--- config.mk ---
export PLATFORM = sky130hd
export DESIGN_NAME = dma_controller_register_file
export DESIGN_NICKNAME = d
export VERILOG_FILES = /design/src/rtl/dmac_pkg.sv /design/src/rtl/dmac_front.sv /design/src/rtl/dmac_queue.sv /design/src/rtl/dmac_back.sv /design/src/rtl/dma_controller_register_file.sv
export SDC_FILE = /design/constraint.sdc
export NUM_CORES = 2
export LEC_CHECK = 0
export ABC_AREA = 1
export BUFFER_PORTS_ARGS = -buffer_cell sky130_fd_sc_hd__buf_2
export CORE_ASPECT_RATIO = 2
export CORE_MARGIN = 2
export CORE_UTILIZATION = 35
export CTS_CLUSTER_DIAMETER = 80
export DETAILED_ROUTE_END_ITERATION = 16
export GPL_TIMING_DRIVEN = 0
export PLACE_DENSITY_LB_ADDON = 0.2
export SLEW_MARGIN = 10
export SYNTH_ARGS = -nofsm -noshare
export SYNTH_HDL_FRONTEND = slang
export SYNTH_HIERARCHICAL = 1
export SYNTH_SLANG_ARGS = --single-unit
--- constraint.sdc ---
create_clock -name clk -period 18.5 [get_ports clk]
set_input_delay 0 -clock clk [delete_from_list [all_inputs] [get_ports clk]]
set_output_delay 0 -clock clk [all_outputs]
set_load 0.01 [all_outputs]
--- src/rtl/dmac_pkg.sv ---
// Shared types, address constants and decode codes for the DMA controller register file.
`timescale 1ns / 1ps
`default_nettype none

package dmac_pkg;

  localparam int CHANNEL_COUNT    = 7;
  localparam int TABLE_CHANNEL_ID = 6;
  localparam int QUEUE_DEPTH      = 2;
  localparam int QPTR_W           = 1;

  localparam logic [31:0] CHAN_BASE_ADDR = 32'h1f80_1080;
  localparam logic [31:0] DPCR_ADDR      = 32'h1f80_10f0;
  localparam logic [31:0] DICR_ADDR      = 32'h1f80_10f4;
  localparam logic [31:0] UNK1_ADDR      = 32'h1f80_10f8;
  localparam logic [31:0] UNK2_ADDR      = 32'h1f80_10fc;
  localparam logic [31:0] UNK1_VALUE     = 32'h7fe3_58d1;
  localparam logic [31:0] UNK2_VALUE     = 32'h00ff_fff7;

  // Bus command codes.
  localparam logic [1:0] CMD_READ  = 2'd0;
  localparam logic [1:0] CMD_WRITE = 2'd1;
  localparam logic [1:0] CMD_DONE  = 2'd2;

  // Access size codes.
  localparam logic [1:0] SIZE_BYTE = 2'd0;
  localparam logic [1:0] SIZE_HALF = 2'd1;
  localparam logic [1:0] SIZE_WORD = 2'd2;

  // Operation kinds after classification.
  localparam logic [1:0] OP_NONE  = 2'd0;
  localparam logic [1:0] OP_READ  = 2'd1;
  localparam logic [1:0] OP_WRITE = 2'd2;
  localparam logic [1:0] OP_DONE  = 2'd3;

  // Register targets after address decode.
  localparam logic [3:0] TGT_NONE    = 4'd0;
  localparam logic [3:0] TGT_DPCR    = 4'd1;
  localparam logic [3:0] TGT_DICR    = 4'd2;
  localparam logic [3:0] TGT_UNK1    = 4'd3;
  localparam logic [3:0] TGT_UNK2    = 4'd4;
  localparam logic [3:0] TGT_MADR    = 4'd5;
  localparam logic [3:0] TGT_BCR     = 4'd6;
  localparam logic [3:0] TGT_CHCR    = 4'd7;
  localparam logic [3:0] TGT_BCR_SUB = 4'd8;

  typedef struct packed {
    logic [1:0]  op;
    logic [3:0]  target;
    logic [2:0]  chan;
    logic [1:0]  rshift;
    logic        sub_half;
    logic [1:0]  sub_sel;
    logic [31:0] wdata;
    logic [2:0]  done_chan;
  } item_t;

endpackage

`default_nettype wire

--- src/rtl/dmac_front.sv ---
// Front end: accepts bus transactions and decodes them into register operations.
`timescale 1ns / 1ps
`default_nettype none

module dmac_front
  import dmac_pkg::*;
(
  input  wire logic        clk,
  input  wire logic        rst,
  input  wire logic        in_valid,
  output logic             in_stall,
  input  wire logic [1:0]  cmd,
  input  wire logic [31:0] address,
  input  wire logic [1:0]  access_size,
  input  wire logic [31:0] write_data,
  input  wire logic [2:0]  done_channel,
  input  wire logic        q_full,
  output logic             push,
  output item_t            push_item
);

  logic  front_valid;
  item_t front_item;
  item_t dec;
  logic  accept;
  logic  chan_ok;
  logic  aligned;
  logic [3:0] glob_tgt;
  logic [3:0] chan_tgt;

  assign push      = front_valid && !q_full;
  assign in_stall  = front_valid && q_full;
  assign accept    = in_valid && !in_stall;
  assign push_item = front_item;

  always_comb begin
    chan_ok = (address[28:7] == CHAN_BASE_ADDR[28:7]) &&
              (address[6:4] < 3'(CHANNEL_COUNT));
    aligned = (address[1:0] == 2'b00);

    if (address[28:2] == DPCR_ADDR[28:2]) begin
      glob_tgt = TGT_DPCR;
    end else if (address[28:2] == DICR_ADDR[28:2]) begin
      glob_tgt = TGT_DICR;
    end else if (address[28:2] == UNK1_ADDR[28:2]) begin
      glob_tgt = TGT_UNK1;
    end else if (address[28:2] == UNK2_ADDR[28:2]) begin
      glob_tgt = TGT_UNK2;
    end else begin
      glob_tgt = TGT_NONE;
    end

    case (address[3:2])
      2'd0:    chan_tgt = TGT_MADR;
      2'd1:    chan_tgt = TGT_BCR;
      default: chan_tgt = TGT_CHCR;
    endcase

    dec           = '0;
    dec.chan      = address[6:4];
    dec.done_chan = done_channel;
    dec.sub_half  = (access_size == SIZE_HALF);
    dec.sub_sel   = address[1:0];
    dec.wdata     = write_data;

    case (cmd)
      CMD_READ:  dec.op = OP_READ;
      CMD_WRITE: dec.op = OP_WRITE;
      CMD_DONE:  dec.op = OP_DONE;
      default:   dec.op = OP_NONE;
    endcase

    if (access_size == SIZE_WORD) begin
      if (glob_tgt != TGT_NONE && aligned) begin
        dec.target = glob_tgt;
      end else if (chan_ok && aligned) begin
        dec.target = chan_tgt;
      end else begin
        dec.target = TGT_NONE;
      end
    end else if (access_size == SIZE_BYTE || access_size == SIZE_HALF) begin
      // Sub-word accesses to word registers go through the whole word, shifted
      // by the byte offset; only the block control word has true lanes.
      if (glob_tgt != TGT_NONE || (chan_ok && address[3:2] != 2'd1)) begin
        dec.target = (glob_tgt != TGT_NONE) ? glob_tgt : chan_tgt;
        dec.rshift = address[1:0];
        dec.wdata  = write_data << {address[1:0], 3'b000};
      end else if (chan_ok) begin
        dec.target = TGT_BCR_SUB;
      end else begin
        dec.target = TGT_NONE;
      end
    end else begin
      dec.target = TGT_NONE;
    end
  end

  always_ff @(posedge clk) begin
    if (rst) begin
      front_valid <= 1'b0;
    end else if (accept) begin
      front_valid <= 1'b1;
    end else if (push) begin
      front_valid <= 1'b0;
    end
  end

  always_ff @(posedge clk) begin
    if (accept) begin
      front_item <= dec;
    end
  end

endmodule

`default_nettype wire

--- src/rtl/dmac_queue.sv ---
// Short queue of decoded operations between the front end and the register back end.
`timescale 1ns / 1ps
`default_nettype none

module dmac_queue
  import dmac_pkg::*;
(
  input  wire logic clk,
  input  wire logic rst,
  input  wire logic push,
  input  wire item_t push_item,
  output logic      full,
  input  wire logic pop,
  output logic      empty,
  output item_t     head
);

  item_t q_mem [QUEUE_DEPTH];
  logic [QPTR_W-1:0] wr_ptr;
  logic [QPTR_W-1:0] rd_ptr;
  logic [QPTR_W:0]   count;

  assign full  = (count == (QPTR_W+1)'(QUEUE_DEPTH));
  assign empty = (count == '0);
  assign head  = q_mem[rd_ptr];

  always_ff @(posedge clk) begin
    if (rst) begin
      wr_ptr <= '0;
      rd_ptr <= '0;
      count  <= '0;
    end else begin
      if (push) begin
        wr_ptr <= wr_ptr + 1'b1;
      end
      if (pop) begin
        rd_ptr <= rd_ptr + 1'b1;
      end
      if (push && !pop) begin
        count <= count + 1'b1;
      end else if (pop && !push) begin
        count <= count - 1'b1;
      end
    end
  end

  always_ff @(posedge clk) begin
    if (push) begin
      q_mem[wr_ptr] <= push_item;
    end
  end

endmodule

`default_nettype wire

--- src/rtl/dmac_back.sv ---
// Back end: channel and interrupt registers, executes operations and holds the result.
`timescale 1ns / 1ps
`default_nettype none

module dmac_back
  import dmac_pkg::*;
(
  input  wire logic  clk,
  input  wire logic  rst,
  input  wire logic  empty,
  input  wire item_t head,
  output logic       pop,
  output logic       out_valid,
  input  wire logic  out_stall,
  output logic [31:0] read_data,
  output logic        handled,
  output logic        start_request,
  output logic [2:0]  start_channel,
  output logic        irq_line
);

  logic [23:0] base_address     [CHANNEL_COUNT];
  logic [15:0] block_length     [CHANNEL_COUNT];
  logic [15:0] block_count      [CHANNEL_COUNT];
  logic [14:0] channel_control  [CHANNEL_COUNT];
  logic [3:0]  channel_priority [CHANNEL_COUNT];
  logic [CHANNEL_COUNT-1:0] irq_flags;
  logic [CHANNEL_COUNT-1:0] irq_enables;
  logic [7:0]  irq_misc;

  logic [23:0] base_next;
  logic [15:0] length_next;
  logic [15:0] count_next;
  logic [14:0] control_next;
  logic [3:0]  priority_next [CHANNEL_COUNT];
  logic [CHANNEL_COUNT-1:0] irq_flags_next;
  logic [CHANNEL_COUNT-1:0] irq_enables_next;
  logic [7:0]  irq_misc_next;

  logic [31:0] word_val;
  logic [31:0] rd_val;
  logic        hit;
  logic        start_val;
  logic        master_now;
  logic        master_next;
  logic [14:0] packed_ctl;
  logic [2:0]  ch;

  function automatic logic [31:0] chcr_unpack(input logic [14:0] c);
    chcr_unpack = {1'b0, c[14:13], c[12], 3'b000, c[11], 1'b0, c[10:8], 1'b0,
                   c[7:5], 5'b00000, c[4:3], 6'b000000, c[2:0]};
  endfunction

  function automatic logic [14:0] chcr_pack(input logic [31:0] d);
    chcr_pack = {d[30:29], d[28], d[24], d[22:20], d[18:16], d[10:9], d[2:0]};
  endfunction

  assign pop = !empty && (!out_valid || !out_stall);
  assign ch  = head.chan;

  assign master_now = irq_misc[6] || (irq_misc[7] && |(irq_flags & irq_enables));

  always_comb begin
    word_val = '0;
    case (head.target)
      TGT_DPCR: begin
        for (int i = 0; i < CHANNEL_COUNT; i++) begin
          word_val[4*i +: 4] = channel_priority[i];
        end
      end
      TGT_DICR: begin
        word_val[5:0]   = irq_misc[5:0];
        word_val[15]    = irq_misc[6];
        word_val[22:16] = 7'(irq_enables);
        word_val[23]    = irq_misc[7];
        word_val[30:24] = 7'(irq_flags);
        word_val[31]    = master_now;
      end
      TGT_UNK1: word_val = UNK1_VALUE;
      TGT_UNK2: word_val = UNK2_VALUE;
      TGT_MADR: word_val = {8'h00, base_address[ch]};
      TGT_BCR:  word_val = {block_count[ch], block_length[ch]};
      TGT_CHCR: word_val = chcr_unpack(channel_control[ch]);
      default:  word_val = '0;
    endcase
  end

  always_comb begin
    base_next        = base_address[ch];
    length_next      = block_length[ch];
    count_next       = block_count[ch];
    control_next     = channel_control[ch];
    priority_next    = channel_priority;
    irq_flags_next   = irq_flags;
    irq_enables_next = irq_enables;
    irq_misc_next    = irq_misc;
    rd_val           = '0;
    hit              = 1'b0;
    start_val        = 1'b0;

    packed_ctl = chcr_pack(head.wdata);
    if (ch == 3'(TABLE_CHANNEL_ID)) begin
      // The ordering-table channel keeps only enable, trigger and one unknown bit.
      packed_ctl = {packed_ctl[14], 1'b0, packed_ctl[12:11], 9'b0, 1'b1, 1'b0};
    end

    case (head.op)
      OP_READ: begin
        hit = (head.target != TGT_NONE);
        if (head.target == TGT_BCR_SUB) begin
          if (head.sub_half) begin
            rd_val = {16'h0000, head.sub_sel[1] ? block_count[ch] : block_length[ch]};
          end else begin
            case (head.sub_sel)
              2'd0:    rd_val = {24'h0, block_length[ch][7:0]};
              2'd1:    rd_val = {24'h0, block_length[ch][15:8]};
              2'd2:    rd_val = {24'h0, block_count[ch][7:0]};
              default: rd_val = {24'h0, block_count[ch][15:8]};
            endcase
          end
        end else begin
          rd_val = word_val >> {head.rshift, 3'b000};
        end
      end
      OP_WRITE: begin
        hit = (head.target != TGT_NONE);
        case (head.target)
          TGT_DPCR: begin
            for (int i = 0; i < CHANNEL_COUNT; i++) begin
              priority_next[i] = head.wdata[4*i +: 4];
            end
          end
          TGT_DICR: begin
            irq_misc_next    = {head.wdata[23], head.wdata[15], head.wdata[5:0]};
            irq_enables_next = head.wdata[16 +: CHANNEL_COUNT];
            irq_flags_next   = irq_flags & ~head.wdata[24 +: CHANNEL_COUNT];
          end
          TGT_MADR: base_next = head.wdata[23:0];
          TGT_BCR: begin
            length_next = head.wdata[15:0];
            count_next  = head.wdata[31:16];
          end
          TGT_CHCR: begin
            control_next = packed_ctl;
            start_val    = 1'b1;
          end
          TGT_BCR_SUB: begin
            if (head.sub_half) begin
              if (head.sub_sel[1]) begin
                count_next = head.wdata[15:0];
              end else begin
                length_next = head.wdata[15:0];
              end
            end else begin
              case (head.sub_sel)
                2'd0:    length_next[7:0]  = head.wdata[7:0];
                2'd1:    length_next[15:8] = head.wdata[7:0];
                2'd2:    count_next[7:0]   = head.wdata[7:0];
                default: count_next[15:8]  = head.wdata[7:0];
              endcase
            end
          end
          default: begin
          end
        endcase
      end
      OP_DONE: begin
        if (head.done_chan < 3'(CHANNEL_COUNT) && irq_enables[head.done_chan]) begin
          irq_flags_next[head.done_chan] = 1'b1;
        end
      end
      default: begin
      end
    endcase

    if (!hit) begin
      rd_val = '0;
    end
    master_next = irq_misc_next[6] ||
                  (irq_misc_next[7] && |(irq_flags_next & irq_enables_next));
  end

  always_ff @(posedge clk) begin
    if (rst) begin
      for (int i = 0; i < CHANNEL_COUNT; i++) begin
        base_address[i]     <= '0;
        block_length[i]     <= '0;
        block_count[i]      <= '0;
        channel_control[i]  <= '0;
        channel_priority[i] <= '0;
      end
      irq_flags   <= '0;
      irq_enables <= '0;
      irq_misc    <= '0;
    end else if (pop) begin
      if (head.op == OP_WRITE && head.target != TGT_NONE) begin
        base_address[ch]    <= base_next;
        block_length[ch]    <= length_next;
        block_count[ch]     <= count_next;
        channel_control[ch] <= control_next;
      end
      channel_priority <= priority_next;
      irq_flags        <= irq_flags_next;
      irq_enables      <= irq_enables_next;
      irq_misc         <= irq_misc_next;
    end
  end

  always_ff @(posedge clk) begin
    if (rst) begin
      out_valid <= 1'b0;
    end else if (pop) begin
      out_valid <= 1'b1;
    end else if (!out_stall) begin
      out_valid <= 1'b0;
    end
  end

  always_ff @(posedge clk) begin
    if (pop) begin
      read_data     <= rd_val;
      handled       <= hit;
      start_request <= start_val;
      start_channel <= start_val ? ch : 3'd0;
      irq_line      <= master_next;
    end
  end

endmodule

`default_nettype wire

--- src/rtl/dma_controller_register_file.sv ---
// A transaction passes the front register and the queue; its result is held
// in the output register. Throughput: one transaction per cycle while no side
// stalls; the front register, the two-entry queue and the output register let
// input and output stall independently. Reset (synchronous, active high) clears
// all channel, priority and interrupt registers and empties the pipeline.
// Top level of the DMA controller register file.
`timescale 1ns / 1ps
`default_nettype none

module dma_controller_register_file
  import dmac_pkg::*;
(
  input  wire logic        clk,
  input  wire logic        rst,
  input  wire logic        in_valid,
  output logic             in_stall,
  input  wire logic [1:0]  cmd,
  input  wire logic [31:0] address,
  input  wire logic [1:0]  access_size,
  input  wire logic [31:0] write_data,
  input  wire logic [2:0]  done_channel,
  output logic             out_valid,
  input  wire logic        out_stall,
  output logic [31:0]      read_data,
  output logic             handled,
  output logic             start_request,
  output logic [2:0]       start_channel,
  output logic             irq_line
);

  logic  q_full;
  logic  q_empty;
  logic  push;
  logic  pop;
  item_t push_item;
  item_t head;

  dmac_front u_front (
    .clk          (clk),
    .rst          (rst),
    .in_valid     (in_valid),
    .in_stall     (in_stall),
    .cmd          (cmd),
    .address      (address),
    .access_size  (access_size),
    .write_data   (write_data),
    .done_channel (done_channel),
    .q_full       (q_full),
    .push         (push),
    .push_item    (push_item)
  );

  dmac_queue u_queue (
    .clk       (clk),
    .rst       (rst),
    .push      (push),
    .push_item (push_item),
    .full      (q_full),
    .pop       (pop),
    .empty     (q_empty),
    .head      (head)
  );

  dmac_back u_back (
    .clk           (clk),
    .rst           (rst),
    .empty         (q_empty),
    .head          (head),
    .pop           (pop),
    .out_valid     (out_valid),
    .out_stall     (out_stall),
    .read_data     (read_data),
    .handled       (handled),
    .start_request (start_request),
    .start_channel (start_channel),
    .irq_line      (irq_line)
  );

endmodule

`default_nettype wire
After elaboration in Yosys (flattened, before gate mapping). Memory sizes are Yosys's and may differ from the RTL's. A register that Yosys moved wholly into a read port is not among the register bits. Index checks and enable logic that the tools add are counted.

Bits in registers: 143. Bits in writable memories: 595. Input port bits: 75. Output and inout bits: 40. Word-level logic and storage cells: 210. Memories kept: 5.

$add $sub $neg: 4. Order comparisons: 4. Equal/unequal tests: 27. Shift-type cells: 2. Multiplexer cells: 83. Bitwise operators: 7. Reduce and logical (&&, ||, !) cells: 49.

Memories: u_back.base_address (words 7, bits a word 24, read ports 1, clocked after memory_dff 0, wr ports 7, line dmac_back.sv:22) `logic [23:0] base_address [CHANNEL_COUNT];`; u_back.block_count (words 7, bits a word 16, read ports 1, clocked after memory_dff 0, wr ports 7, line dmac_back.sv:24) `logic [15:0] block_count [CHANNEL_COUNT];`; u_back.block_length (words 7, bits a word 16, read ports 1, clocked after memory_dff 0, wr ports 7, line dmac_back.sv:23) `logic [15:0] block_length [CHANNEL_COUNT];`; u_back.channel_control (words 7, bits a word 15, read ports 1, clocked after memory_dff 0, wr ports 7, line dmac_back.sv:25) `logic [14:0] channel_control [CHANNEL_COUNT];`; u_queue.q_mem (words 2, bits a word 49, read ports 1, clocked after memory_dff 1, wr ports 1, line dmac_queue.sv:18) `item_t q_mem [QUEUE_DEPTH];`.

Operators by type and width (count): 32-bit two-way mux (5); 16-bit two-way mux (9); 27-bit == test, second input constant (4); 13-bit case mux with 7 select lines (1); 24-bit two-way mux (3); 16-bit case mux with 2 select lines (2); 9-bit case mux with 6 select lines (1); 8-bit two-way mux (6); 15-bit two-way mux (3); 6-bit case mux with 7 select lines (1); 4-bit two-way mux (9); 16-bit OR reduction (2); 32-bit by 5-bit left shift with 32-bit output (1); 32-bit by 5-bit >> shifter with 32-bit output (1); 7-bit two-way mux (4); 8-bit case mux with 3 select lines (1); 24-bit OR reduction (1); 1-bit two-way mux (23); 22-bit == test, second input constant (1); 7-bit bitwise AND (3); 3-bit two-way mux (6); 4-bit by 3-bit == test with 1-bit output, second input constant (4); 4-bit case mux with 4 select lines (1); 1-bit logical AND (15); other kinds (34) (69).

Logic depth before layout (Yosys ltp).
Depth in word-level cells: 11. Depth in mapped cells: 19. Gate-level depth less buffers: 15.

Hierarchy. The synthesis kept the hierarchy.

Modules (own cells, without submodules): dmac_back (instances 1, cells an instance 4249, area each 34220.3 sq um, seq. area each 18507.8 sq um); dmac_queue (instances 1, cells an instance 185, area each 3807.4 sq um, seq. area each 3042.9 sq um); dmac_front (instances 1, cells an instance 297, area each 2850.2 sq um, seq. area each 1491.4 sq um).

Least setup slack after synthesis. No wires, ideal clock.

Path type: register -> register. Start: reg u_queue.count[0]. End: mem u_back.base_address[7][0], enable pin. Library setup time: 0.675 ns. Arrival: 8.744 ns. Required time: 17.825 ns. Setup slack: 9.081 ns. Cell stages (with the launch flop): 11. Path buffers: 2. Period minus slack after synthesis: 9.419 ns. Cell sequence: dfxtp_1 -> nor2_1 -> a21oi_4 -> inv_2 -> nor2_2 -> inv_1 -> nor2_2 -> nand2_2 -> buf_6 -> buf_6 -> nor4_1.

RTL lines: from (decl) (line dmac_queue.sv:21) `logic [QPTR_W:0] count;`; from (signal assigned) (line dmac_queue.sv:40) `count <= count + 1'b1;`; from (signal assigned) (line dmac_queue.sv:42) `count <= count - 1'b1;`; to (decl) (line dmac_back.sv:22).

==> impl_results.md <==
* Ys flop type: edfxtp_1
* Drt via density at 5.40
* Number of synthesized flops with an enable pin at 682
* Maximum root-to-sink buffer count at 3
* Adder-Cell Fraction of Synth Area at 0.214%
* Die Wd at 246 um
* Multiplexer share of the synthesized area at 1.61%
* Clk Latency, worst-skew pair at 700 ps
* Final Setup Violations at 0
* Main combinational cell family by area after synthesis: simple AND/OR/NAND/NOR gates
* IO buf count at 111
* Worst Max-Slew Pin Slew at 1240 ps
* Routed length per instance at 29.1 um
* Yosys cell types at 52
* Tcrit/Tclk final at 25.6%
* Share of synthesized registers carrying an async set or reset at 0%
* Crit-path leading delay family: buffers and inverters
* Final wirelength at 192000 um
* CP arrival at 5140 ps
* Setup tns final at 0 ps
* Storage element area at 0.0230 mm2
* # DRC at 0
* Most frequent CP cell: buf_4
* Maximum vdd ir drop at 65.9 uV
* Drt first-iter violations at 3334
* Clock Tree Root: clkbuf_16
* Synth warn at 6
* DP Wirelength at 142000 um
* Post-synthesis sequential area ratio at 56.4%
* Total number of vias at 35700
* Total GRT Usage at 31.9%
* Die area at 0.120 mm2
* Synth Area in Compound Gates at 7.47%
* Crit path kind: reg -> reg
* Status: finished clean
* Num ports at 115
* Achievable frequency at 0.211 GHz
* Maximum fanout along the worst path at 10
* Lkg Pwr at 19.7 nW
* Gr ovfl total at 0
* Max_cap viols at 0
* CP peak stage delay at 510 ps
* Simple-gate area share of the yosys netlist at 25.1%
* TritonCTS buffer count at 75
* Global-route wire length before repair at 263000 um
* Worst path bufs/invs at 13
* Clock Skew at 24.0 ps
* Mapped Cells at 4731
* Rel. slew slack at 16.8%
* Starting Density at 35.2%
* R2r setup slk at 13760 ps
* Min-delay worst type: in -> reg
* Syn avg cell area at 8.64 um2
* Initial antenna violation count at 4
* Syn Nets at 4813
* Seq cells post-synth at 810
* Multi-input combinational cell area at 0.0141 mm2
* Most numerous cell in the Yosys netlist: nand2_1
* H-tree depth at 3
* Data required, critical path at 18900 ps
* Top cells by count, synth: 1182 x nand2_1, 783 x nor2_1, 682 x edfxtp_1
* Area Growth Syn to Fin at 15.1%
* Critical path, cell by cell: buf_4 -> mux2_2 -> inv_1 -> ha_1 -> inv_1 -> nor2_2 -> inv_1 -> nor2_2 -> nand2_2 -> buf_6 -> buf_6 -> nor4_2 -> buf_4 -> buf_2 -> buf_4 -> buf_4 -> buf_4 -> buf_4 -> buf_4
* Synthesized cell area at 0.0409 mm2
* Largest net degree at the start of global routing at 41
* Worst-path clk slew at 60 ps
* Core Util, Final at 40.6%
* Layout net count at 5104
* RSZ-0062 raised after global routing: no
* Site row count at 177
* Placed instance area at 0.0438 mm2
* Post-cts resize count at 0
* DRT Pass-1 Iters at 7
* Critical path's slowest cell: nor4_2
* Core ar. at 0.116 mm2
* GP Congestion at 1.02
* Minimum clock period at 4740 ps
* Pwr Density at 129 mW/mm2
* Largest cells by area after synthesis: edfxtp_1 50%, nand2_1 11%, nor2_1 7.2%
* Synth area leader: edfxtp_1
* Fillers at 11900
* Final ANT Viol Nets at 0
* Hold Violations, Final at 0
* Layout Cell Area excl Fill at 0.0471 mm2
* Hold WS at 69.2 ps
* Share of layout cells above drive strength 1 at 11.9%
* Vias in the first global route at 35300
* Synth Area in XOR/XNOR at 0.0214%
* Crit end category: flop
* Tot Pwr at 6.07 mW
* CTS tree: built
* Die height at 487 um
* Sink Count at 810
* Final slew viol count at 0
* Critical Path Source Type: flop
* Area share of the leading cell type in the synthesized netlist at 50.1%
kinds of logic after synthesis:
group,count (synthesis)
compound gates,549
xor+xnor,1
fa+ha+maj,7
buf+inv,836
flops,810
mux,56
simple gates,2472
layout make-up:
type                            count  share of cell area (%)
Sequential cell                   810                    49.0
Multi-Input combinational cell   3085                    30.0
Inverter                          563                    4.50
Clock buffer                      100                    4.49
Tap cell                         1521                    4.04
Timing Repair Buffer              214                    3.59
Buffer                            273                    3.53
Clock inverter                     40                   0.867
Antenna cell                        2                  0.0106
where the power goes:
group	switching [mW]	leakage [nW]	internal [mW]
clock network	0.736	1.25	0.909
registers	0.0573	7.85	2.15
logic	1.71	10.6	0.511
layer usage:
layer,vias to the layer above,GRT usage [%],wire length [um]
met1,17300,29.5,58200
met4,4,32.5,23800
met3,699,4.85,11500
li1,15900,-,-
met2,1728,57.7,98400
met5,-,0,23
placed cells by master (no fill, tap or decap), drive strengths merged, types with 8 or more instances in the layout:
master,netlist,final
a21oi,130,130
a221oi,8,8
a2bb2oi,8,8
buf,162,303
clkbuf,111,211
clkinv,3,30
dfxtp,128,128
dlygate4sd3,0,73
edfxtp,682,682
inv,560,565
mux2,49,49
nand2,1203,1203
nand3,404,404
nand4,12,12
nor2,796,796
nor3,44,44
o211ai,24,24
o21ai,353,353
o22ai,14,14
or2,8,8
through the flow:
step	cells	setup slack [ps]
2_1_floorplan	4731	9080
3_3_place_gp	6363	-1380
3_5_place_dp	6393	13810
4_1_cts	6606	13790
5_1_grt	6607	13610
6_report	6608	13760
worst register-to-register path, delay by kind of cell, from the launching register on:
family	cells	cell delay (ps)
buf+inv	13	2400
simple gates	4	1060
mux	1	400
flops	1	380
fa+ha+maj	1	180
registers in the layout (all words and copies together), names as in the netlist, named ones only:
| signal | count |
|---|---|
| u_back/start_channel | 3 |
| u_back/channel_priority | 28 |
| u_back/irq_flags | 7 |
| u_back/irq_enables | 7 |
| u_back/channel_control | 120 |
| u_back/irq_misc | 8 |
| u_back/block_count | 128 |
| u_queue/wr_ptr | 1 |
| u_back/out_valid | 1 |
| u_back/start_request | 1 |
| u_queue/rd_ptr | 1 |
| u_front/front_valid | 1 |
| u_back/irq_line | 1 |
| u_back/handled | 1 |
| u_back/base_address | 192 |
| u_back/block_length | 128 |
| u_queue/q_mem | 98 |
| u_queue/count | 2 |
| u_front/push_item | 49 |
| u_back/read_data | 32 |
what timing repair did:
| action | 4_1_cts | 5_1_grt |
|---|---|---|
| hold endpoints to repair | 92 | 0 |
| setup buffers | 0 | 0 |
| hold buffers | 73 | 0 |
| endpoints found under the setup margin | 0 | 0 |
final timing paths:
kind	start	endpoint	depth (start not counted)
worst max-delay path	flop	u_back/block_length[7][11]	19
worst max register to register	flop	u_back/block_length[7][11]	19
worst min register to register	u_front/push_item[36]	u_queue/q_mem[0][36]	0
worst min-delay path	done_channel[2]	u_front/push_item[2]	2
Power figures use the tool's default switching activity.
